<file path="config.mk">
export PLATFORM = sky130hd
export DESIGN_NAME = first_fit_block_allocator
export DESIGN_NICKNAME = d
export VERILOG_FILES = /design/src/ffba_pkg.sv /design/src/ffba_dp.sv /design/src/ffba_ctrl.sv /design/src/first_fit_block_allocator.sv
export SDC_FILE = /design/constraint.sdc
export NUM_CORES = 2
export LEC_CHECK = 0
export ABC_CLOCK_PERIOD_IN_PS = 9400
export BUFFER_PORTS_ARGS = -buffer_cell sky130_fd_sc_hd__buf_2
export CAP_MARGIN = 20
export CORE_AREA = 2 2 461 463
export DETAILED_ROUTE_END_ITERATION = 10
export DIE_AREA = 0 0 463 465
export GPL_ROUTABILITY_DRIVEN = 0
export PLACE_DENSITY = 0.71
export RECOVER_POWER = 25
export SLEW_MARGIN = 40
export SYNTH_ARGS = -nofsm -noshare
export SYNTH_HDL_FRONTEND = slang
export SYNTH_SLANG_ARGS = --single-unit
</file>
<file path="constraint.sdc">
create_clock -name clk -period 9.4 [get_ports clk]
set_input_delay 0.94 -clock clk [delete_from_list [all_inputs] [get_ports clk]]
set_output_delay 0.94 -clock clk [all_outputs]
set_load 0.1 [all_outputs]
</file>
<file path="src/ffba_pkg.sv">
// Shared types and constants for the first-fit block allocator.
// Holds the descriptor layout and the controller-to-datapath command/status structs.
package ffba_pkg;

  localparam int MEM_WORDS  = 65536;
  localparam int MAX_BLOCKS = 64;
  localparam int IDX_W      = $clog2(MAX_BLOCKS);
  localparam int CNT_W      = $clog2(MAX_BLOCKS + 1);
  localparam logic [15:0] TOP_ADDR = 16'(MEM_WORDS - 1);
  localparam logic [15:0] ADDR_MAX = 16'hFFFF;

  typedef enum logic [1:0] {
    OP_ALLOC      = 2'd0,
    OP_FREE_ADDR  = 2'd1,
    OP_FREE_OWNER = 2'd2,
    OP_NOP        = 2'd3
  } op_t;

  typedef enum logic [1:0] {
    ST_OK       = 2'd0,
    ST_OVERFLOW = 2'd1,
    ST_BADPTR   = 2'd2
  } status_t;

  typedef struct packed {
    logic [15:0] addr;
    logic [15:0] size;
    logic [7:0]  owner;
  } entry_t;

  typedef enum logic [2:0] {RD_I, RD_IM1, RD_IP1, RD_JM1, RD_JP1} rd_sel_t;
  typedef enum logic [2:0] {WD_OWN, WD_SHIFT, WD_REST, WD_SPLIT, WD_EXT, WD_CUR} wr_sel_t;
  typedef enum logic [2:0] {CUR_HOLD, CUR_LOAD, CUR_LOAD_FREE, CUR_MERGE_UP,
                            CUR_MERGE_DN} cur_op_t;
  typedef enum logic [1:0] {I_HOLD, I_CLR, I_INC, I_DEC} i_op_t;
  typedef enum logic [2:0] {J_HOLD, J_COUNT, J_I, J_I1, J_DEC, J_INC} j_op_t;
  typedef enum logic [1:0] {CNT_HOLD, CNT_INC, CNT_DEC} cnt_op_t;
  typedef enum logic [1:0] {HL_HOLD, HL_EXT, HL_RD, HL_TOP} hl_op_t;
  typedef enum logic [1:0] {WH_ZERO, WH_RD, WH_SPLIT, WH_EXT} where_t;

  typedef struct packed {
    logic    load;
    logic    rd_en;
    rd_sel_t rd_sel;
    logic    wr_en;
    wr_sel_t wr_sel;
    cur_op_t cur_op;
    i_op_t   i_op;
    j_op_t   j_op;
    cnt_op_t cnt_op;
    hl_op_t  hl_op;
    logic    res_we;
    status_t res_st;
    where_t  res_where;
  } cmd_t;

  typedef struct packed {
    logic by_addr;
    op_t  op;
    logic i_eq_cnt;
    logic i_zero;
    logic i1_lt_cnt;
    logic i1_eq_cnt;
    logic j_gt_i1;
    logic j1_lt_cnt;
    logic cnt_full;
    logic fit;
    logic exact;
    logic hit;
    logic up_ok;
    logic dn_ok;
    logic ext_ok;
  } stat_t;

endpackage

</file>
<file path="src/ffba_dp.sv">
// Datapath: descriptor memory, scan/shift indexes, working entry and result registers.
// Depends on ffba_pkg.
module ffba_dp (
  input  logic               clk,
  input  logic               rst,
  input  ffba_pkg::cmd_t     cmd,
  input  logic [1:0]         opcode,
  input  logic [7:0]         owner,
  input  logic [15:0]        size,
  input  logic [15:0]        address,
  input  logic [15:0]        limit,
  input  logic [15:0]        stack_limit,
  output ffba_pkg::stat_t    stat,
  output logic [15:0]        block_address,
  output logic [1:0]         status,
  output logic [15:0]        heap_bottom
);
  import ffba_pkg::*;

  entry_t mem [MAX_BLOCKS];
  entry_t rdata;
  entry_t cur;
  entry_t wdata;

  op_t         op;
  logic        by_addr;
  logic [7:0]  who;
  logic [15:0] want;
  logic [15:0] ptr;
  logic [15:0] lim;
  logic [15:0] stk;
  logic [CNT_W-1:0] i;
  logic [CNT_W-1:0] j;
  logic [CNT_W-1:0] count;
  logic [15:0] heap_low;
  logic [15:0] res_addr;
  status_t     res_st;

  logic [CNT_W-1:0] i1;
  logic [CNT_W-1:0] j1;
  logic [CNT_W-1:0] raddr;
  logic [CNT_W-1:0] waddr;
  logic [15:0] split_addr;
  logic [15:0] ext_addr;
  logic [15:0] where;
  logic signed [17:0] gap;
  logic [7:0]  who_free;
  logic        match;

  assign i1 = i + CNT_W'(1);
  assign j1 = j + CNT_W'(1);
  assign split_addr = cur.addr + cur.size - want;
  assign ext_addr   = heap_low - want;
  assign gap = $signed({2'b00, heap_low}) - $signed({2'b00, stk});
  assign who_free = by_addr ? 8'd0 : who;
  assign match = by_addr ? (rdata.addr == ptr) : (rdata.owner == who);

  always_comb begin
    stat.by_addr   = by_addr;
    stat.op        = op;
    stat.i_eq_cnt  = (i == count);
    stat.i_zero    = (i == '0);
    stat.i1_lt_cnt = (i1 < count);
    stat.i1_eq_cnt = (i1 == count);
    stat.j_gt_i1   = (j > i1);
    stat.j1_lt_cnt = (j1 < count);
    stat.cnt_full  = (count == CNT_W'(MAX_BLOCKS));
    stat.fit       = (rdata.owner == 8'd0) && (rdata.size >= want);
    stat.exact     = (rdata.size == want);
    stat.hit       = (rdata.addr <= lim) && (rdata.owner != 8'd0) && match;
    stat.up_ok     = (rdata.addr <= lim) &&
                     ((rdata.owner == 8'd0) || (rdata.owner == who_free));
    stat.dn_ok     = (rdata.owner == 8'd0) || (rdata.owner == who_free);
    stat.ext_ok    = gap > $signed({2'b00, want});
  end

  always_comb begin
    case (cmd.rd_sel)
      RD_IM1:  raddr = i - CNT_W'(1);
      RD_IP1:  raddr = i1;
      RD_JM1:  raddr = j - CNT_W'(1);
      RD_JP1:  raddr = j1;
      default: raddr = i;
    endcase
  end

  always_comb begin
    case (cmd.wr_sel)
      WD_OWN: begin
        waddr = i;
        wdata = '{addr: rdata.addr, size: rdata.size, owner: who};
      end
      WD_SHIFT: begin
        waddr = j;
        wdata = rdata;
      end
      WD_REST: begin
        waddr = i1;
        wdata = '{addr: cur.addr, size: cur.size - want, owner: 8'd0};
      end
      WD_SPLIT: begin
        waddr = i;
        wdata = '{addr: split_addr, size: want, owner: who};
      end
      WD_EXT: begin
        waddr = count;
        wdata = '{addr: ext_addr, size: want, owner: who};
      end
      default: begin
        waddr = i;
        wdata = cur;
      end
    endcase
  end

  always_comb begin
    case (cmd.res_where)
      WH_RD:    where = rdata.addr;
      WH_SPLIT: where = split_addr;
      WH_EXT:   where = ext_addr;
      default:  where = 16'd0;
    endcase
  end

  // descriptor store: one write and one registered read per cycle
  always_ff @(posedge clk) begin
    if (cmd.wr_en) begin
      mem[waddr[IDX_W-1:0]] <= wdata;
    end
    if (cmd.rd_en) begin
      rdata <= mem[raddr[IDX_W-1:0]];
    end
  end

  always_ff @(posedge clk) begin
    if (cmd.load) begin
      op      <= op_t'(opcode);
      by_addr <= (op_t'(opcode) == OP_FREE_ADDR);
      who     <= (op_t'(opcode) == OP_FREE_ADDR) ? 8'd0 : owner;
      want    <= (size == 16'd0) ? 16'd1 : size;
      ptr     <= address;
      lim     <= (op_t'(opcode) == OP_FREE_ADDR) ? ADDR_MAX : limit;
      stk     <= stack_limit;
    end
    case (cmd.cur_op)
      CUR_LOAD:      cur <= rdata;
      CUR_LOAD_FREE: cur <= '{addr: rdata.addr, size: rdata.size, owner: 8'd0};
      CUR_MERGE_UP:  cur <= '{addr: cur.addr, size: rdata.size + cur.size,
                              owner: rdata.owner};
      CUR_MERGE_DN:  cur <= '{addr: rdata.addr, size: cur.size + rdata.size,
                              owner: cur.owner};
      default:       cur <= cur;
    endcase
    case (cmd.i_op)
      I_CLR:   i <= '0;
      I_INC:   i <= i1;
      I_DEC:   i <= i - CNT_W'(1);
      default: i <= i;
    endcase
    case (cmd.j_op)
      J_COUNT: j <= count;
      J_I:     j <= i;
      J_I1:    j <= i1;
      J_DEC:   j <= j - CNT_W'(1);
      J_INC:   j <= j1;
      default: j <= j;
    endcase
    if (cmd.res_we) begin
      res_addr <= where;
      res_st   <= cmd.res_st;
    end
  end

  always_ff @(posedge clk) begin
    if (rst) begin
      count    <= '0;
      heap_low <= TOP_ADDR;
    end else begin
      case (cmd.cnt_op)
        CNT_INC: count <= count + CNT_W'(1);
        CNT_DEC: count <= count - CNT_W'(1);
        default: count <= count;
      endcase
      case (cmd.hl_op)
        HL_EXT:  heap_low <= ext_addr;
        HL_RD:   heap_low <= rdata.addr;
        HL_TOP:  heap_low <= TOP_ADDR;
        default: heap_low <= heap_low;
      endcase
    end
  end

  assign block_address = res_addr;
  assign status        = res_st;
  assign heap_bottom   = heap_low;

endmodule

</file>
<file path="src/ffba_ctrl.sv">
// Controller: sequences scans, table shifts, merges and result strobes.
// Depends on ffba_pkg; drives ffba_dp through cmd_t.
module ffba_ctrl (
  input  logic            clk,
  input  logic            rst,
  input  logic            start,
  input  logic [1:0]      opcode,
  input  ffba_pkg::stat_t stat,
  output ffba_pkg::cmd_t  cmd,
  output logic            busy,
  output logic            done
);
  import ffba_pkg::*;

  typedef enum logic [4:0] {
    S_IDLE, S_A_RD, S_A_CHK, S_A_SH, S_A_SHW, S_A_FILL1, S_A_FILL2, S_A_EXT,
    S_F_RD, S_F_CHK, S_F_UP, S_F_DN, S_F_DN2, S_F_WB, S_F_LOW, S_DROP, S_DROPW
  } state_t;

  state_t state, state_next, ret, ret_next;
  logic   finish;

  always_comb begin
    cmd        = '0;
    state_next = state;
    ret_next   = ret;
    finish     = 1'b0;
    unique case (state)
      S_IDLE: begin
        if (start) begin
          cmd.load = 1'b1;
          cmd.i_op = I_CLR;
          unique case (op_t'(opcode)) inside
            OP_ALLOC:                    state_next = S_A_RD;
            OP_FREE_ADDR, OP_FREE_OWNER: state_next = S_F_RD;
            default: begin
              cmd.res_we = 1'b1;
              finish     = 1'b1;
            end
          endcase
        end
      end
      S_A_RD: begin
        if (stat.i_eq_cnt) begin
          state_next = S_A_EXT;
        end else begin
          cmd.rd_en  = 1'b1;
          state_next = S_A_CHK;
        end
      end
      S_A_CHK: begin
        if (!stat.fit) begin
          cmd.i_op   = I_INC;
          state_next = S_A_RD;
        end else if (stat.exact) begin
          cmd.wr_en     = 1'b1;
          cmd.wr_sel    = WD_OWN;
          cmd.res_we    = 1'b1;
          cmd.res_where = WH_RD;
          finish        = 1'b1;
          state_next    = S_IDLE;
        end else if (stat.cnt_full) begin
          cmd.res_we = 1'b1;
          cmd.res_st = ST_OVERFLOW;
          finish     = 1'b1;
          state_next = S_IDLE;
        end else begin
          cmd.cur_op = CUR_LOAD;
          cmd.j_op   = J_COUNT;
          state_next = S_A_SH;
        end
      end
      S_A_SH: begin
        if (stat.j_gt_i1) begin
          cmd.rd_en  = 1'b1;
          cmd.rd_sel = RD_JM1;
          state_next = S_A_SHW;
        end else begin
          state_next = S_A_FILL1;
        end
      end
      S_A_SHW: begin
        cmd.wr_en  = 1'b1;
        cmd.wr_sel = WD_SHIFT;
        cmd.j_op   = J_DEC;
        state_next = S_A_SH;
      end
      S_A_FILL1: begin
        cmd.wr_en  = 1'b1;
        cmd.wr_sel = WD_REST;
        state_next = S_A_FILL2;
      end
      S_A_FILL2: begin
        cmd.wr_en     = 1'b1;
        cmd.wr_sel    = WD_SPLIT;
        cmd.cnt_op    = CNT_INC;
        cmd.res_we    = 1'b1;
        cmd.res_where = WH_SPLIT;
        finish        = 1'b1;
        state_next    = S_IDLE;
      end
      S_A_EXT: begin
        cmd.res_we = 1'b1;
        finish     = 1'b1;
        state_next = S_IDLE;
        if (stat.ext_ok && !stat.cnt_full) begin
          cmd.wr_en     = 1'b1;
          cmd.wr_sel    = WD_EXT;
          cmd.cnt_op    = CNT_INC;
          cmd.hl_op     = HL_EXT;
          cmd.res_where = WH_EXT;
        end else begin
          cmd.res_st = ST_OVERFLOW;
        end
      end
      S_F_RD: begin
        if (stat.i_eq_cnt) begin
          cmd.res_we = 1'b1;
          cmd.res_st = stat.by_addr ? ST_BADPTR : ST_OK;
          finish     = 1'b1;
          state_next = S_IDLE;
        end else begin
          cmd.rd_en  = 1'b1;
          state_next = S_F_CHK;
        end
      end
      S_F_CHK: begin
        if (stat.hit) begin
          cmd.cur_op = CUR_LOAD_FREE;
          if (stat.i_zero) begin
            state_next = S_F_DN;
          end else begin
            cmd.rd_en  = 1'b1;
            cmd.rd_sel = RD_IM1;
            state_next = S_F_UP;
          end
        end else begin
          cmd.i_op   = I_INC;
          state_next = S_F_RD;
        end
      end
      S_F_UP: begin
        if (stat.up_ok) begin
          // fold into the block above; old slot is squeezed out
          cmd.cur_op = CUR_MERGE_UP;
          cmd.j_op   = J_I;
          cmd.i_op   = I_DEC;
          ret_next   = S_F_DN;
          state_next = S_DROP;
        end else begin
          state_next = S_F_DN;
        end
      end
      S_F_DN: begin
        if (stat.i1_lt_cnt) begin
          cmd.rd_en  = 1'b1;
          cmd.rd_sel = RD_IP1;
          state_next = S_F_DN2;
        end else begin
          state_next = S_F_WB;
        end
      end
      S_F_DN2: begin
        if (stat.dn_ok) begin
          cmd.cur_op = CUR_MERGE_DN;
          cmd.j_op   = J_I1;
          ret_next   = S_F_WB;
          state_next = S_DROP;
        end else begin
          state_next = S_F_WB;
        end
      end
      S_F_WB: begin
        cmd.wr_en  = 1'b1;
        cmd.wr_sel = WD_CUR;
        if (stat.i1_eq_cnt) begin
          // lowest block goes away and the heap bottom rises
          if (stat.i_zero) begin
            cmd.hl_op  = HL_TOP;
            cmd.cnt_op = CNT_DEC;
            cmd.res_we = 1'b1;
            finish     = 1'b1;
            state_next = S_IDLE;
          end else begin
            cmd.rd_en  = 1'b1;
            cmd.rd_sel = RD_IM1;
            state_next = S_F_LOW;
          end
        end else if (stat.by_addr) begin
          cmd.res_we = 1'b1;
          finish     = 1'b1;
          state_next = S_IDLE;
        end else begin
          state_next = S_F_RD;
        end
      end
      S_F_LOW: begin
        cmd.hl_op  = HL_RD;
        cmd.cnt_op = CNT_DEC;
        cmd.res_we = 1'b1;
        finish     = 1'b1;
        state_next = S_IDLE;
      end
      S_DROP: begin
        if (stat.j1_lt_cnt) begin
          cmd.rd_en  = 1'b1;
          cmd.rd_sel = RD_JP1;
          state_next = S_DROPW;
        end else begin
          cmd.cnt_op = CNT_DEC;
          state_next = ret;
        end
      end
      S_DROPW: begin
        cmd.wr_en  = 1'b1;
        cmd.wr_sel = WD_SHIFT;
        cmd.j_op   = J_INC;
        state_next = S_DROP;
      end
      default: state_next = S_IDLE;
    endcase
  end

  always_ff @(posedge clk) begin
    if (rst) begin
      state <= S_IDLE;
      ret   <= S_F_WB;
      done  <= 1'b0;
    end else begin
      state <= state_next;
      ret   <= ret_next;
      done  <= finish;
    end
  end

  assign busy = (state != S_IDLE);

endmodule

</file>
<file path="src/first_fit_block_allocator.sv">
// First-fit downward-growing heap allocator, top level.
// Each descriptor scanned is read and then checked; each descriptor moved to open or close a
// slot is read and then written back. Worst case is a free by owner that merges a long run.
// One item at a time, next one taken in the done cycle; done pulses for one cycle, no stall
// possible. Sync reset: empty table, bottom at top.
module first_fit_block_allocator (
  input  logic        clk,
  input  logic        rst,
  input  logic        start,
  output logic        busy,
  output logic        done,
  input  logic [1:0]  opcode,
  input  logic [7:0]  owner,
  input  logic [15:0] size,
  input  logic [15:0] address,
  input  logic [15:0] limit,
  input  logic [15:0] stack_limit,
  output logic [15:0] block_address,
  output logic [1:0]  status,
  output logic [15:0] heap_bottom
);
  import ffba_pkg::*;

  // command and status between sequencer and datapath
  cmd_t  cmd;
  stat_t stat;

  // sequencer: owns the state machine and the done strobe
  ffba_ctrl u_ctrl (
    .clk    (clk),
    .rst    (rst),
    .start  (start),
    .opcode (opcode),
    .stat   (stat),
    .cmd    (cmd),
    .busy   (busy),
    .done   (done)
  );

  // datapath: descriptor memory, indexes, heap bottom, result registers
  ffba_dp u_dp (
    .clk           (clk),
    .rst           (rst),
    .cmd           (cmd),
    .opcode        (opcode),
    .owner         (owner),
    .size          (size),
    .address       (address),
    .limit         (limit),
    .stack_limit   (stack_limit),
    .stat          (stat),
    .block_address (block_address),
    .status        (status),
    .heap_bottom   (heap_bottom)
  );

endmodule
</file>
# == Word-level counts from Yosys, hierarchy flattened ==
# Memory sizes are Yosys's and may differ from the RTL's. A register that Yosys moved wholly into a read port is not among the register bits.
# Cells that the tools add are included.
# classes
add_sub_neg,12
multipliers,0
div,0
magnitude_cmp,6
eq_ne,57
n_shift,0
mux,91
n_bitwise,2
n_reduce_logical,32
# op_table
op,count
one-hot mux 40 bit (5 select lines),1
one-hot mux 40 bit (4 select lines),1
one-hot mux 16 bit (3 select lines),2
one-hot mux 5 bit (14 select lines),1
2-to-1 mux 4 bit,13
subtractor 16 bit,3
"equality test 5 x 4 -> 1 bit, second input constant",8
2-to-1 mux 5 bit,8
one-hot mux 7 bit (5 select lines),1
adder 16 bit,2
equality test 16 bit,2
one-hot mux 3 bit (5 select lines),2
"equality test 3 x 2 -> 1 bit, second input constant",8
2-to-1 mux 1 bit,24
2-to-1 mux 3 bit,8
one-hot mux 4 bit (6 select lines),1
one-hot mux 6 bit (4 select lines),1
2-to-1 mux 2 bit,11
"adder 7 x 1 -> 7 bit, second input constant",3
one-hot mux 7 bit (3 select lines),1
"subtractor 7 x 1 -> 7 bit, second input constant",3
"equality test 5 x 3 -> 1 bit, second input constant",4
one-hot mux 5 bit (2 select lines),2
> comparator 18 x 17 -> 1 bit,1
46 further kinds,89
# word_totals
regBits,179
latch_bits,0
ram_bits,2560
rom_bits,0
inputBits,77
out_inout_bits,36
wordCells,219
n_memories,1
# memory_table
name,words,word_bits,read_ports,rd_clocked_by_memory_dff,wr,line,source
u_dp.mem,64,40,1,1,1,ffba_dp.sv:20,entry_t mem [MAX_BLOCKS];

# == Logic depth before layout (Yosys ltp) ==
# logic_depth
word_depth,9
mapped_depth,35
ltp_nobuf,34

# == Modules after synthesis ==
# From an unflattened synthesis, not the netlist that was laid out.
# hier_totals
cells_unflattened,7663
hier_area_um2,121054.9
# by_module_without_submodules
module,n_inst,cells_per_inst,area_each_um2,seq_area_each_um2
ffba_dp,1,7500,120000.1,82949.6
ffba_ctrl,1,163,1054.8,160.2

# == Worst setup path before layout ==
# Ideal clock, no wire load.
# synth_timing
path_type,flip-flop to flip-flop
startpoint,register u_dp.heap_low[0] (netlist: u_dp.heap_bottom[0])
endpoint,memory u_dp.mem[0][17] (netlist name) (data pin)
setup_ns,0.702
arrival_time_ns,7.435
required_time_ns,8.698
path_slack_ns,1.263
stages_incl_launch_ff,26
path_buffers,1
period_less_slack_ns,8.137
path_cell_list,dfxtp_1 -> inv_1 -> ha_1 -> fa_1 -> nor2b_1 -> o21ai_0 -> a21boi_0 -> o21ai_0 -> a21boi_0 -> o21a_1 -> a21bo_2 -> a21o_1 -> a21o_1 -> a31oi_1 -> xnor2_1 -> ha_1 -> nand4_1 -> nor2_1 -> a221o_1 -> o2111ai_1 -> a21oi_1 -> nand2_1 -> nand2_1 -> clkinv_1 -> clkbuf_1 -> o21ai_0
# synth_rtl
element,line,source
"start, declared",ffba_dp.sv:35,logic [15:0] heap_low;
"start signal, assigned",ffba_dp.sv:185,HL_EXT: heap_low <= ext_addr;
"start signal, assigned",ffba_dp.sv:186,HL_RD: heap_low <= rdata.addr;
"start signal, assigned",ffba_dp.sv:188,default: heap_low <= heap_low;
"end, declared",ffba_dp.sv:20,

==> impl_metrics.csv <==
group,metric,value,unit
drt,first_pass_iters,8,
clocking,cts.sinks,2776,
power_and_ir_drop,seqPwrFrac,47.4,%
floorplanning,die_area,215000,µm²
sta,grt_setup_unrepaired,"no",
global_route,grt_max_degree,135,
floorplanning,ios,113,
critical_path,end_kind,"register",
clocking,clk_latency,0.95,ns
sta,fin_crit_sh,87.9,%
yosys,synth.area.mux_share,4.11,%
yosys,synth_top_area_share,71.7,%
yosys,synth-async-reset-ratio,0,%
clocking,cts_setup_buffers,0,
critical_path,cp.required,9.81,ns
yosys,synthTopCellsByArea,"edfxtp_1 (72%), nand2_1 (5.8%), nand3_1 (2.5%)",
sta,fin_skew,0.0777,ns
yosys,synth-compound-area-share,6.39,%
floorplanning,coreArea,211000,µm²
sta,drv_slew,1062,
flow_run,drv_cap,22,
global_route,grt_pass1_vias,70312,
sta,hold_viol,0,
global_route,overflow,0,
critical_path,cp-start-kind,"register",
yosys,synthAdderAreaFrac,2.07,%
yosys,syn_nets,8466,
critical_path,crit_fanout,39,
final_layout,drive_above_1_share,11.4,%
drt,wirelength,335,mm
run_status,status,"finished, violations left",
sta,fin_crit,8.26,ns
yosys,ys.flop_type,"edfxtp_1",
power_and_ir_drop,comb_power_share,16.7,%
drt,m1WireLength,124,mm
floorplanning,rows,169,
yosys,syn_inst,8211,
power_and_ir_drop,pwr-share-clk,35.9,%
yosys,synth_top_family_by_area,"simple AND/OR/NAND/NOR gates",
drt,met3WireLength,45.3,mm
clocking,clk_pin_slew,0.06,ns
hold_path,hp-class,"input port to register",
final_layout,post-route-util,61.2,%
clocking,cts_tree,"built",
sta,finalSetupViolCount,0,
drt,highest_layer,"met5",
power_and_ir_drop,p_int,22.3,mW
clocking,cts_hold_buf,0,
yosys,synth-simple-area-share,11.9,%
yosys,avgSynthCellArea,14.0,µm²
drt,wl_met2,149,mm
final_layout,fillers,15194,
floorplanning,initial_core_util,54.6,%
run_status,violations,"max-capacitance violations, max-slew violations",
yosys,yosysUniqueCellTypes,102,
final_layout,nets,8632,
clocking,numCtsBuffers,296,
drt,final_antenna_net_count,0,
final_layout,area_growth,12.1,%
power_and_ir_drop,leakage,43.8,nW
final_layout,multi_input_area,29900,µm²
final_layout,seqCellArea,83000,µm²
power_and_ir_drop,p_sw,8.77,mW
yosys,synth_area_leader_cell,"edfxtp_1",
clocking,clock_tree.buffer_depth,4,
sta,fmax,121,MHz
floorplanning,die_h,465,µm
placement,place_inst,10884,
sta,maxSlewHeadroom,-150,%
clocking,cts-resized-gates,0,
yosys,synth_area,115000,µm²
global_route,grt_usage,30.7,%
clocking,htree_levels,5,
sta,tightest_slew,3.76,ns
drt,wl_per_cell,29.4,µm
critical_path,critPathKind,"register to register",
global_route,antenna_found_initial,21,
floorplanning,fp.dieW,463,µm
placement,dp_hpwl,200,mm
placement,place_area,120000,µm²
yosys,yosysWarnings,0,
drt,viasPerCell,6.50,
critical_path,arrival,8.67,ns
yosys,ys_seq_area_share,72.2,%
drt,dr.first_iter.drc_count,11423,
final_layout,design_area,129000,µm²
clocking,cts-root-buf,"clkbuf_16",
sta,finalSetupTns,0,ns
power_and_ir_drop,p_per_area,241,nW/µm²
yosys,synth_xor_area_share,0.860,%
sta,holdWs,0.191,ns
drt,vias,74266,
yosys,ys_ff_latch,2776,
placement,io_buffers,112,
final_layout,final_cells,11418,
power_and_ir_drop,vdd_drop_max,0.173,mV
yosys,synth_edf_count,2745,
global_route,grt_pass1_wl,485,mm
power_and_ir_drop,p_sw_share,28.2,%
drt,drc,0,
-- path summary, 6_finish.rpt --
kind / from / endpoint / slack [ns] / cells past startpoint
setup / recovery: u_dp.heap_bottom[0]$_SDFFE_PP1P_ / u_dp.mem[25][23]$_DFFE_PP_ / 1.14 / 27
hold reg to reg: u_ctrl.ret[2]$_SDFFE_PP1P_ / u_ctrl.ret[2]$_SDFFE_PP1P_ / 0.53 / 2
hold / removal: address[4] / u_dp.ptr[4]$_DFFE_PP_ / 0.19 / 1
setup reg to reg: u_dp.heap_bottom[0]$_SDFFE_PP1P_ / u_dp.mem[25][23]$_DFFE_PP_ / 1.14 / 27
-- cells by family (layout without fill, tap and decap cells) --
family | count (synthesis) | after routing
muxes | 324 | 324
AOI/OAI and AO/OA | 1039 | 1039
other | 0 | 16
adders and majority gates | 178 | 178
xor gates and xnor gates | 113 | 113
DFF | 2776 | 2776
and+or+nand+nor | 3125 | 3125
buffers and inverters | 656 | 1026
-- final cells by class --
| cell class | instances | area share, % |
|---|---|---|
| Clock inverter | 137 | 0.970 |
| Tap cell | 2821 | 2.74 |
| Antenna cell | 16 | 0.0310 |
| Sequential cell | 2776 | 64.4 |
| Timing Repair Buffer | 347 | 2.13 |
| Inverter | 177 | 0.515 |
| Multi-Input combinational cell | 4779 | 23.2 |
| Clock buffer | 365 | 6.08 |
-- power by group through the flow --
stage	clock network, mW	logic [mW]	registers, mW
finish	11.1	5.20	14.7
global route	11.7	5.46	14.7
CTS	11.2	5.05	14.7
detailed placement	0	5.02	14.9
global placement	0	4.88	14.9
floorplan	0	2.95	14.9
-- layout by cell type (no fill, tap or decap), types with 31 or more instances in the layout --
| cell | count |
|---|---|
| nand2_1 | 1784 |
| mux2i_1 | 183 |
| clkinv_1 | 58 |
| o211ai_1 | 46 |
| nor2_4 | 66 |
| nor2_1 | 248 |
| or2_2 | 31 |
| inv_1 | 175 |
| xnor2_1 | 64 |
| nand3_1 | 563 |
| buf_4 | 142 |
| nor3_1 | 46 |
| mux4_2 | 116 |
| a21o_1 | 42 |
| o221ai_1 | 35 |
| clkinv_2 | 38 |
| a221oi_1 | 42 |
| buf_2 | 62 |
| or4_1 | 32 |
| dfxtp_1 | 31 |
| o21ai_1 | 41 |
| a31oi_1 | 210 |
| buf_12 | 39 |
| clkbuf_1 | 147 |
| and3_1 | 58 |
| xor2_1 | 49 |
| a32oi_1 | 129 |
| clkbuf_16 | 304 |
| ha_1 | 158 |
| o21ai_0 | 157 |
| nand4_1 | 153 |
| a21oi_1 | 104 |
| edfxtp_1 | 2745 |
-- layer usage --
layer	up-vias	global-route usage, %
met5	-	0
met4	12	12.9
met3	848	7.89
met2	5379	45.8
met1	36698	43.1
li1	31329	-
-- metrics by stage --
step           power [mW]  worst slack (ns)
4_1_cts              30.9              1.43
5_1_grt              31.9             0.567
3_5_place_dp         19.9              1.47
6_report             31.1              1.14
3_3_place_gp         19.8              1.39
2_1_floorplan        17.8              1.26
-- state kept, by name (all words and copies together), names as in the netlist, 8 cells and up --
signal and cells:
u_dp.block_address 16, u_dp.cur 40, u_dp.heap_bottom 16, u_dp.lim 16, u_dp.mem 2560, u_dp.ptr 16
u_dp.rdata 40, u_dp.stk 16, u_dp.want 16, u_dp.who 8
-- synthesized netlist by cell type (139+ instances only) --
library cell and number:
edfxtp_1 2745, nand2_1 1789, nand3_1 564, nor2_1 315
clkbuf_1 264, a31oi_1 213, mux2i_1 184, inv_1 174
o21ai_0 164, ha_1 158, nand4_1 153, buf_2 139
-- critical path: stages, from the launching register on --
cell and delay [ns]:
dfxtp_1 0.36, inv_1 0.07, ha_1 0.23, fa_1 0.41, nor2b_1 0.12, o21ai_0 0.10, a21boi_0 0.23, o21ai_0 0.15
a21boi_0 0.33, o21a_1 0.18, a21bo_2 0.15, a21o_1 0.12, a21o_1 0.14, xor2_1 0.19, ha_1 0.28, a21o_1 0.17
a21o_1 0.17, a21o_1 0.17, a221o_1 0.33, o2111ai_1 0.12, a21oi_1 0.19, nand2_1 0.17, nand2_1 0.30, nor2_1 0.30
a22oi_1 0.15, o21ai_4 0.09, clkbuf_1 1.04, clkbuf_1 1.50
(Power assumes the default switching activity.)
